**src/hw/rtl/assert_macros.svh**
```systemverilog
// assertion helpers, clocked on the rising edge and quiet during reset
`ifndef ASSERT_MACROS_SVH
`define ASSERT_MACROS_SVH

`define ASSERT_CLK(label, clk, rst_n, prop, msg) \
	label: assert property (@(posedge clk) disable iff (!rst_n) prop) else $error(msg);

`define ASSERT_NEVER(label, clk, rst_n, cond, msg) \
	`ASSERT_CLK(label, clk, rst_n, !(cond), msg)

`endif

```
**src/hw/rtl/i2bn_pkg.sv**
```systemverilog
package i2bn_pkg;

	localparam int BASE_W  = 6;
	localparam int CAP_W   = 6;
	localparam int DIGIT_W = 6;
	localparam int CHAR_W  = 7;
	localparam int LEN_W   = 6;

	localparam logic [BASE_W-1:0] MIN_BASE = 6'd2;
	localparam logic [BASE_W-1:0] MAX_BASE = 6'd62;

	localparam logic [CHAR_W-1:0] CHAR_NONE  = 7'd0;
	localparam logic [CHAR_W-1:0] CHAR_MINUS = 7'h2d;
	localparam logic [CHAR_W-1:0] CHAR_ZERO  = 7'h30;
	localparam logic [CHAR_W-1:0] CHAR_UPPER = 7'h41;
	localparam logic [CHAR_W-1:0] CHAR_LOWER = 7'h61;

	localparam logic STATUS_OK     = 1'b0;
	localparam logic STATUS_REJECT = 1'b1;

	typedef struct packed {
		logic start;
	} div_ctl_t;

	typedef struct packed {
		logic busy;
		logic done;
	} div_sts_t;

	// digit value to its character in 0-9, A-Z, a-z; codes past the alphabet wrap
	function automatic logic [CHAR_W-1:0] digit_char(input logic [DIGIT_W-1:0] d);
		logic [CHAR_W-1:0] dw;
		logic [CHAR_W-1:0] ch;
		dw = CHAR_W'(d);
		if (d < 6'd10) begin
			ch = CHAR_ZERO + dw;
		end else if (d < 6'd36) begin
			ch = CHAR_UPPER + dw - 7'd10;
		end else if (d < 6'd62) begin
			ch = CHAR_LOWER + dw - 7'd36;
		end else begin
			ch = CHAR_ZERO + dw - 7'd62;
		end
		return ch;
	endfunction

endpackage

```
**src/hw/rtl/i2bn_req_if.sv**
```systemverilog
interface i2bn_req_if #(
	parameter int VALUE_BITS = 32
);
	import i2bn_pkg::*;

	logic                         valid;
	logic                         ready;
	logic signed [VALUE_BITS-1:0] value;
	logic [BASE_W-1:0]            base;
	logic [CAP_W-1:0]             capacity;
	logic                         count_only;

	modport source (output valid, output value, output base, output capacity,
		output count_only, input ready);
	modport sink (input valid, input value, input base, input capacity,
		input count_only, output ready);
endinterface

```
**src/hw/rtl/i2bn_rsp_if.sv**
```systemverilog
interface i2bn_rsp_if;
	import i2bn_pkg::*;

	logic              valid;
	logic              ready;
	logic [CHAR_W-1:0] char_code;
	logic              is_last;
	logic [LEN_W-1:0]  length;
	logic              status;

	modport source (output valid, output char_code, output is_last, output length,
		output status, input ready);
	modport sink (input valid, input char_code, input is_last, input length,
		input status, output ready);
endinterface

```
**src/hw/rtl/i2bn_divider.sv**
```systemverilog
module i2bn_divider #(
	parameter int VALUE_BITS = 32
) (
	input  logic                           clk,
	input  logic                           arst_n,
	input  i2bn_pkg::div_ctl_t             ctl,
	input  logic [VALUE_BITS-1:0]          dividend,
	input  logic [i2bn_pkg::BASE_W-1:0]    divisor,
	output i2bn_pkg::div_sts_t             sts,
	output logic [VALUE_BITS-1:0]          quotient,
	output logic [i2bn_pkg::DIGIT_W-1:0]   remainder
);
	import i2bn_pkg::*;

	localparam int STEP_W = (VALUE_BITS > 1) ? $clog2(VALUE_BITS) : 1;

	logic [VALUE_BITS-1:0] quo_q;
	logic [DIGIT_W-1:0]    rem_q;
	logic [BASE_W-1:0]     div_q;
	logic [STEP_W-1:0]     step_q;
	logic                  busy_q;
	logic                  done_q;

	logic [DIGIT_W:0] trial;
	logic             fits;

	// restoring division, one quotient bit per cycle, msb first
	always_comb begin
		trial = {rem_q, quo_q[VALUE_BITS-1]};
		fits  = trial >= {1'b0, div_q};
	end

	always_ff @(posedge clk or negedge arst_n) begin
		if (!arst_n) begin
			busy_q <= 1'b0;
			done_q <= 1'b0;
			step_q <= '0;
		end else begin
			done_q <= 1'b0;
			if (ctl.start && !busy_q) begin
				busy_q <= 1'b1;
				step_q <= '0;
			end else if (busy_q) begin
				step_q <= step_q + STEP_W'(1);
				if (step_q == STEP_W'(VALUE_BITS - 1)) begin
					busy_q <= 1'b0;
					done_q <= 1'b1;
				end
			end
		end
	end

	always_ff @(posedge clk) begin
		if (ctl.start && !busy_q) begin
			quo_q <= dividend;
			rem_q <= '0;
			div_q <= divisor;
		end else if (busy_q) begin
			quo_q <= {quo_q[VALUE_BITS-2:0], fits};
			rem_q <= fits ? DIGIT_W'(trial - {1'b0, div_q}) : trial[DIGIT_W-1:0];
		end
	end

	assign sts.busy  = busy_q;
	assign sts.done  = done_q;
	assign quotient  = quo_q;
	assign remainder = rem_q;
endmodule

```
**src/hw/rtl/int_to_base_n_digit_string_unit.sv**
```systemverilog
// channel  dir  fields                                   handshake
// req      in   value, base, capacity, count_only        valid / ready
// rsp      out  char_code, is_last, length, status       valid / ready
//
// one request at a time: the next is accepted only once the last word of the answer is in the
// output register; each digit is one pass of the shared bit-serial divider, one quotient bit a
// cycle, and the finished pass hands its quotient back in the same cycle as the next pass starts
// words leave one per cycle through an output register; a stalled rsp holds the sequencer
// a bad base is answered without dividing; arst_n returns the unit to idle at once
`include "assert_macros.svh"

module int_to_base_n_digit_string_unit #(
	parameter int VALUE_BITS = 32
) (
	input  logic       clk,
	input  logic       arst_n,
	i2bn_req_if.sink   req,
	i2bn_rsp_if.source rsp
);
	import i2bn_pkg::*;

	localparam int CNT_W = $clog2(VALUE_BITS + 1);
	localparam int IDX_W = (VALUE_BITS > 1) ? $clog2(VALUE_BITS) : 1;
	localparam int CMP_W = CNT_W + CAP_W;

	typedef enum logic [2:0] {
		S_IDLE,
		S_DIV,
		S_DECIDE,
		S_SINGLE,
		S_SIGN,
		S_DIGIT
	} state_t;

	state_t state_q;

	logic                  neg_q;
	logic [BASE_W-1:0]     base_q;
	logic [CAP_W-1:0]      cap_q;
	logic                  conly_q;
	logic                  reject_q;
	logic [CNT_W-1:0]      n_q;
	logic [CNT_W-1:0]      idx_q;
	logic [DIGIT_W-1:0]    store_q [VALUE_BITS];

	logic                  out_valid_q;
	logic [CHAR_W-1:0]     out_char_q;
	logic                  out_last_q;
	logic [LEN_W-1:0]      out_len_q;
	logic                  out_status_q;

	div_ctl_t              div_ctl;
	div_sts_t              div_sts;
	logic [VALUE_BITS-1:0] div_dividend;
	logic [BASE_W-1:0]     div_divisor;
	logic [VALUE_BITS-1:0] div_quot;
	logic [DIGIT_W-1:0]    div_rem;

	logic [VALUE_BITS-1:0] value_u;
	logic [VALUE_BITS-1:0] mag_in;
	logic                  base_ok;
	logic                  req_fire;
	logic [CNT_W-1:0]      n_next;
	logic                  more_digits;
	logic                  too_long;
	logic                  slot_free;
	logic                  emit;
	logic [CHAR_W-1:0]     item_char;
	logic                  item_last;
	logic [LEN_W-1:0]      item_len;
	logic                  item_status;
	logic [DIGIT_W-1:0]    rd_digit;

	assign req.ready = (state_q == S_IDLE);
	assign req_fire  = req.valid && req.ready;

	always_comb begin
		value_u     = req.value;
		mag_in      = value_u[VALUE_BITS-1] ? (~value_u + VALUE_BITS'(1)) : value_u;
		base_ok     = (req.base >= MIN_BASE) && (req.base <= MAX_BASE);
		n_next      = n_q + CNT_W'(1);
		more_digits = (div_quot != '0) && (n_next < CNT_W'(VALUE_BITS));
		too_long    = CMP_W'(n_q) > CMP_W'(cap_q);
	end

	// first division starts on accepting a request with a good base, the rest chain off the previous quotient
	always_comb begin
		div_ctl.start = (req_fire && base_ok)
			|| (state_q == S_DIV && div_sts.done && more_digits);
		div_dividend  = (state_q == S_IDLE) ? mag_in : div_quot;
		div_divisor   = (state_q == S_IDLE) ? req.base : base_q;
	end

	i2bn_divider #(
		.VALUE_BITS(VALUE_BITS)
	) u_divider (
		.clk      (clk),
		.arst_n   (arst_n),
		.ctl      (div_ctl),
		.dividend (div_dividend),
		.divisor  (div_divisor),
		.sts      (div_sts),
		.quotient (div_quot),
		.remainder(div_rem)
	);

	// digit stack, least significant digit at the bottom
	always_ff @(posedge clk) begin
		if (state_q == S_DIV && div_sts.done) begin
			store_q[n_q[IDX_W-1:0]] <= div_rem;
		end
	end

	assign rd_digit = store_q[IDX_W'(idx_q - CNT_W'(1))];

	always_comb begin
		item_char   = CHAR_NONE;
		item_last   = 1'b0;
		item_len    = '0;
		item_status = STATUS_OK;
		case (state_q)
			S_SINGLE: begin
				item_last   = 1'b1;
				item_len    = reject_q ? '0 : LEN_W'(n_q);
				item_status = reject_q ? STATUS_REJECT : STATUS_OK;
			end
			S_SIGN: begin
				item_char = CHAR_MINUS;
			end
			S_DIGIT: begin
				item_char = digit_char(rd_digit);
				item_last = (idx_q == CNT_W'(1));
				item_len  = item_last ? LEN_W'(n_q + CNT_W'(neg_q)) : '0;
			end
			default: begin
			end
		endcase
	end

	assign slot_free = !out_valid_q || rsp.ready;
	assign emit      = slot_free
		&& (state_q == S_SINGLE || state_q == S_SIGN || state_q == S_DIGIT);

	always_ff @(posedge clk or negedge arst_n) begin
		if (!arst_n) begin
			state_q     <= S_IDLE;
			out_valid_q <= 1'b0;
			neg_q       <= 1'b0;
			n_q         <= '0;
			idx_q       <= '0;
			reject_q    <= 1'b0;
		end else begin
			if (emit) begin
				out_valid_q <= 1'b1;
			end else if (rsp.ready) begin
				out_valid_q <= 1'b0;
			end
			unique case (state_q)
				S_IDLE: begin
					if (req_fire) begin
						neg_q    <= value_u[VALUE_BITS-1];
						n_q      <= '0;
						reject_q <= !base_ok;
						state_q  <= base_ok ? S_DIV : S_SINGLE;
					end
				end
				S_DIV: begin
					if (div_sts.done) begin
						n_q <= n_next;
						if (!more_digits) begin
							state_q <= S_DECIDE;
						end
					end
				end
				S_DECIDE: begin
					idx_q <= n_q;
					if (too_long) begin
						reject_q <= 1'b1;
						state_q  <= S_SINGLE;
					end else if (conly_q) begin
						state_q <= S_SINGLE;
					end else if (neg_q) begin
						state_q <= S_SIGN;
					end else begin
						state_q <= S_DIGIT;
					end
				end
				S_SINGLE: begin
					if (emit) begin
						state_q <= S_IDLE;
					end
				end
				S_SIGN: begin
					if (emit) begin
						state_q <= S_DIGIT;
					end
				end
				S_DIGIT: begin
					if (emit) begin
						idx_q <= idx_q - CNT_W'(1);
						if (item_last) begin
							state_q <= S_IDLE;
						end
					end
				end
				default: begin
					state_q <= S_IDLE;
				end
			endcase
		end
	end

	always_ff @(posedge clk) begin
		if (req_fire) begin
			base_q  <= req.base;
			cap_q   <= req.capacity;
			conly_q <= req.count_only;
		end
		if (emit) begin
			out_char_q   <= item_char;
			out_last_q   <= item_last;
			out_len_q    <= item_len;
			out_status_q <= item_status;
		end
	end

	assign rsp.valid     = out_valid_q;
	assign rsp.char_code = out_char_q;
	assign rsp.is_last   = out_last_q;
	assign rsp.length    = out_len_q;
	assign rsp.status    = out_status_q;

	`ASSERT_CLK(a_start_when_free, clk, arst_n, div_ctl.start |-> !div_sts.busy, "divider busy")
	`ASSERT_NEVER(a_ready_not_dividing, clk, arst_n, req.ready && div_sts.busy, "ready while dividing")
	`ASSERT_CLK(a_last_to_idle, clk, arst_n, (emit && item_last) |=> (state_q == S_IDLE), "no idle")
	`ASSERT_CLK(a_count_bound, clk, arst_n, 1'b1 |-> (n_q <= CNT_W'(VALUE_BITS)), "count too big")

endmodule
```
**src/flat_wrapper.sv**
```systemverilog
// flat-port wrapper written by rule: the top's interface ports become plain ports
module int_to_base_n_digit_string_unit_flat import i2bn_pkg::*;
#(
	parameter int VALUE_BITS = 32
)
  (clk, arst_n, req_valid, req_value, req_base, req_capacity, req_count_only, req_ready, rsp_valid, rsp_char_code, rsp_is_last, rsp_length, rsp_status, rsp_ready);
  i2bn_req_if #(.VALUE_BITS(VALUE_BITS)) req_i ();
  i2bn_rsp_if rsp_i ();
  input  logic clk;
  input  logic arst_n;
  input wire logic [$bits(req_i.valid)-1:0] req_valid;
  input wire logic [$bits(req_i.value)-1:0] req_value;
  input wire logic [$bits(req_i.base)-1:0] req_base;
  input wire logic [$bits(req_i.capacity)-1:0] req_capacity;
  input wire logic [$bits(req_i.count_only)-1:0] req_count_only;
  output wire logic [$bits(req_i.ready)-1:0] req_ready;
  output wire logic [$bits(rsp_i.valid)-1:0] rsp_valid;
  output wire logic [$bits(rsp_i.char_code)-1:0] rsp_char_code;
  output wire logic [$bits(rsp_i.is_last)-1:0] rsp_is_last;
  output wire logic [$bits(rsp_i.length)-1:0] rsp_length;
  output wire logic [$bits(rsp_i.status)-1:0] rsp_status;
  input wire logic [$bits(rsp_i.ready)-1:0] rsp_ready;
  assign req_i.valid = req_valid;
  assign req_i.value = req_value;
  assign req_i.base = req_base;
  assign req_i.capacity = req_capacity;
  assign req_i.count_only = req_count_only;
  assign req_ready = req_i.ready;
  assign rsp_valid = rsp_i.valid;
  assign rsp_char_code = rsp_i.char_code;
  assign rsp_is_last = rsp_i.is_last;
  assign rsp_length = rsp_i.length;
  assign rsp_status = rsp_i.status;
  assign rsp_i.ready = rsp_ready;
  int_to_base_n_digit_string_unit #(.VALUE_BITS(VALUE_BITS)) u_core (.clk(clk), .arst_n(arst_n), .req(req_i), .rsp(rsp_i));
endmodule
```
**config.mk**
```make
export PLATFORM = sky130hd
export DESIGN_NAME = int_to_base_n_digit_string_unit_flat
export DESIGN_NICKNAME = d
export VERILOG_FILES = /design/src/hw/rtl/i2bn_pkg.sv /design/src/hw/rtl/i2bn_req_if.sv /design/src/hw/rtl/i2bn_rsp_if.sv /design/src/hw/rtl/i2bn_divider.sv /design/src/hw/rtl/int_to_base_n_digit_string_unit.sv /design/src/flat_wrapper.sv
export VERILOG_INCLUDE_DIRS = /design/src /design/src/hw/rtl
export SDC_FILE = /design/constraint.sdc
export NUM_CORES = 1
export LEC_CHECK = 0
export BUFFER_PORTS_ARGS = -buffer_cell sky130_fd_sc_hd__buf_2
export CAP_MARGIN = 20
export CORE_MARGIN = 4
export CORE_UTILIZATION = 40
export CTS_BUF_LIST = sky130_fd_sc_hd__clkbuf_4
export DETAILED_ROUTE_END_ITERATION = 8
export GPL_TIMING_DRIVEN = 0
export PLACE_DENSITY_LB_ADDON = 0.2
export SYNTH_ARGS = -nofsm -noshare
export SYNTH_HDL_FRONTEND = slang
export SYNTH_SLANG_ARGS = --single-unit
```
**constraint.sdc**
```tcl
create_clock -name clk -period 3.7 [get_ports clk]
set_input_delay 0.74 -clock clk [delete_from_list [all_inputs] [get_ports clk]]
set_output_delay 0.74 -clock clk [all_outputs]
set_load 0.01 [all_outputs]
```
==> impl_metrics.env <==
export IMPL_pwr_share_comb_pct=50.7
export IMPL_globalplace_congestion=0.848
export IMPL_p_sw_share_pct=39.6
export IMPL_fill_cells=3000
export IMPL_htreeDepth=3
export IMPL_arrival_ns=4.10
export IMPL_ys_warn_count=0
export IMPL_num_io_pins=66
export IMPL_final_layout_size_suffix_gt1_share_pct=26.3
export IMPL_power_density_nw_per_um2=952
export IMPL_power_leakage_nw=5.76
export IMPL_fmax_mhz=276
export IMPL_grt_pass1_vias=9200
export IMPL_yosysMostFrequentCell="edfxtp_1"
export IMPL_clkSlewWorstSetupHoldPaths_ns=0.06
export IMPL_clock_sinks=289
export IMPL_multiInputGateArea_sq_um=4830
export IMPL_ys_seq_area_share_pct=62.8
export IMPL_crit_path_start_kind="register"
export IMPL_slowest_stage="or4bb_1"
export IMPL_grt_util_all_layers_pct=18.9
export IMPL_numCtsBuffers=78
export IMPL_first_pass_iters=4
export IMPL_seqPwrFrac_pct=31.5
export IMPL_switchingPower_w=0.00605
export IMPL_die_area_sq_um=36800
export IMPL_syn_area_sq_um=13500
export IMPL_synth_distinct_cells=71
export IMPL_tritoncts="yes"
export IMPL_finalSetupViolCount=0
export IMPL_grt_overflow=0
export IMPL_dp_hpwl_um=23100
export IMPL_postSynth_asyncResetShare_pct=8.65
export IMPL_nets=1259
export IMPL_maxCapViolCount=0
export IMPL_end_kind="register"
export IMPL_cts_path_max_buffers=3
export IMPL_rsz0062_at_grt="yes"
export IMPL_relSlewSlack_pct=31.9
export IMPL_drc_errors=0
export IMPL_yosys_area_top_type_share_pct=57.3
export IMPL_place_inst=1520
export IMPL_cpMostUsedCell="buf_12"
export IMPL_required_ns=4.18
export IMPL_register_area_sq_um=8490
export IMPL_syn_nets=1079
export IMPL_avgSynthCellArea_sq_um=13.5
export IMPL_antenna_found_initial=1
export IMPL_intPower_w=0.00921
export IMPL_final_antenna_net_count=0
export IMPL_clock_latency_ns=0.74
export IMPL_finalPower_w=0.0153
export IMPL_synth_top_flop_cell="edfxtp_1"
export IMPL_core_sq_um=33400
export IMPL_row_count=67
export IMPL_synthTopCellsByArea="edfxtp_1, mux4_2, dfrtp_1, mux2i_1, nor2_1"
export IMPL_synthTopCellsByCount="edfxtp_1, nor2_1, nand2_1"
export IMPL_viasPerCell=5.40
export IMPL_initial_utilization_pct=40.4
export IMPL_io_buffers=64
export IMPL_final_period_utilization_pct=97.9
export IMPL_finalMaxSlewViolations=0
export IMPL_syn_to_final_growth_pct=18.6
export IMPL_cp_slowest_stage_delay_ns=0.43
export IMPL_post_route_min_period_ns=3.62
export IMPL_via_count=9125
export IMPL_synth_ff_latch_count=289
export IMPL_tns_ns=0
export IMPL_synthCells=1001
export IMPL_utilization_pct=47.9
export IMPL_die_y_um=192
export IMPL_p_clk_share_pct=17.8
export IMPL_synth_edff_count=258
export IMPL_finalHoldViolCount=0
export IMPL_hp_class="in -> reg"
export IMPL_grt_max_degree=36
export IMPL_grt_first_pass_wirelength_um=52900
export IMPL_pre_cts_slack_ns=-1.29
export IMPL_cts_root_buffer="clkbuf_4"
export IMPL_wl_per_cell_um=20.3
export IMPL_wl_um=34300
export IMPL_critPathMaxFanout=10
export IMPL_skew_ns=0.0704
export IMPL_outcome="finished, final reports clean"
export IMPL_instances_no_fill=1689
export IMPL_worst_pin_slew_ns=1.01
export IMPL_path_cells="buf_6, inv_4, clkbuf_16, ha_4, buf_12, buf_12, buf_12, mux4_2, mux2i_1, a22oi_1, nand3_2, inv_1, ha_4, or4bb_1, o21ai_2, a221oi_2"
export IMPL_crit_type="reg -> reg"
export IMPL_fin_ws_ns=0.0763
export IMPL_drt_iter0_drc=629
export IMPL_die_w_um=192
export IMPL_synth_top_area_cell="edfxtp_1"
export IMPL_peakVddDrop_uv=634
worst max-delay path, delay by kind of cell, from the launching register on:
kind / cells / cell delay (ns)
DFF: 1 / 0.37
adders and majority gates: 2 / 0.60
and+or+nand+nor: 2 / 0.57
AOI/OAI and AO/OA: 3 / 0.31
buffers and inverters: 7 / 0.94
muxes: 2 / 0.56
metal layers:
metal,share of wire [%],wire [um],vias up,track usage [%]
li1,-,-,4250,-
met1,44,15200,4562,25.8
met2,49,16800,264,30.1
met3,4.8,1630,49,4.33
met4,1.9,658,0,6.38
met5,0,0,-,0
repair_timing:
action	CTS	global route
gates cloned	0	0
buffers inserted	16	12
pin swaps	7	13
hold buffers	1	0
endpoints found under the setup margin	16	16
gates resized for setup	44	28
endpoints found under the hold margin	3	0
logic make-up (layout without fill, tap and decap cells):
family,count (synthesis),count (layout),share of synthesized area (%)
flip-flops,289,289,62.8
XOR/XNOR,43,43,2.98
buffers and inverters,79,318,2.57
multiplexers,94,94,9.89
adder cells (fa/ha/maj),29,29,2.74
other,0,1,0
AO/OA/AOI/OAI,182,182,8.82
AND/OR/NAND/NOR,285,285,10.2
power by group through the flow:
| stage | sequential, W | clock, W | combinational [W] |
|---|---|---|---|
| CTS | 0.00486 | 0.00280 | 0.00706 |
| detailed placement | 0.00492 | 0 | 0.00627 |
| global placement | 0.00511 | 0 | 0.00583 |
| floorplan | 0.00489 | 0 | 0.00422 |
| global route | 0.00487 | 0.00301 | 0.00836 |
| finish | 0.00481 | 0.00272 | 0.00773 |
flip-flops by register name, indices dropped and copies added (netlist names):
| name | cells |
|---|---|
| u_core.rsp.length | 6 |
| u_core.state_q | 3 |
| u_core.rsp.valid | 1 |
| u_core.reject_q | 1 |
| u_core.u_divider.remainder | 6 |
| u_core.neg_q | 1 |
| u_core.u_divider.done_q | 1 |
| u_core.base_q | 6 |
| u_core.u_divider.step_q | 5 |
| u_core.rsp.char_code | 7 |
| u_core.rsp.is_last | 1 |
| u_core.conly_q | 1 |
| u_core.idx_q | 6 |
| u_core.u_divider.div_q | 6 |
| u_core.n_q | 6 |
| u_core.rsp.status | 1 |
| u_core.u_divider.quotient | 32 |
| u_core.u_divider.busy_q | 1 |
| u_core.cap_q | 6 |
| u_core.store_q | 192 |
path summary, 6_finish.rpt:
kind | from | cells after the start | slack, ns | to
setup reg to reg | u_core.idx_q[0]$_DFFE_PN0P_ | 16 | 0.08 | u_core.rsp.char_code[1]$_DFFE_PP_
hold / removal | req_capacity[0] | 1 | 0.23 | u_core.cap_q[0]$_DFFE_PP_
setup / recovery | u_core.idx_q[0]$_DFFE_PN0P_ | 16 | 0.08 | u_core.rsp.char_code[1]$_DFFE_PP_
min in group asynchronous | arst_n | 2 | 0.62 | u_core.idx_q[3]$_DFFE_PN0P_
hold reg to reg | u_core.idx_q[5]$_DFFE_PN0P_ | 2 | 0.53 | u_core.idx_q[5]$_DFFE_PN0P_
max in group asynchronous | arst_n | 2 | 2.64 | u_core.u_divider.step_q[3]$_DFFE_PN0P_
stage by stage:
step	area, sq um	hold WS, ns
CTS	15800	0.169
global route	16000	0.156
detailed placement	14600	0.503
floorplan	13500	0.444
finish	16000	0.231
global placement	14400	0.485
final cells by class:
cell class,instances,area share (%)
flip-flops and latches,289,53.0
plain buffers,46,2.02
multi-input cells,633,30.1
clock buffers,109,5.10
clock inverters,30,0.866
inverters,31,0.772
well taps,448,3.50
repair buffers,102,4.63
diodes,1,0.0156
placed cells by master, fill, tap and decap left out, types with 11 or more instances in the layout:
cell type	n
nand4_1	11
buf_2	70
clkinv_1	21
dfrtp_1	25
nand2_1	58
mux2_2	11
a21oi_1	55
o21ai_0	39
mux2i_1	47
clkbuf_1	25
inv_1	28
mux4_2	29
xor2_1	30
buf_4	33
a22o_1	13
nand3_1	42
nor2_1	95
edfxtp_1	258
o31ai_1	11
ha_1	25
clkbuf_4	109
Power figures use the tool's default switching activity.
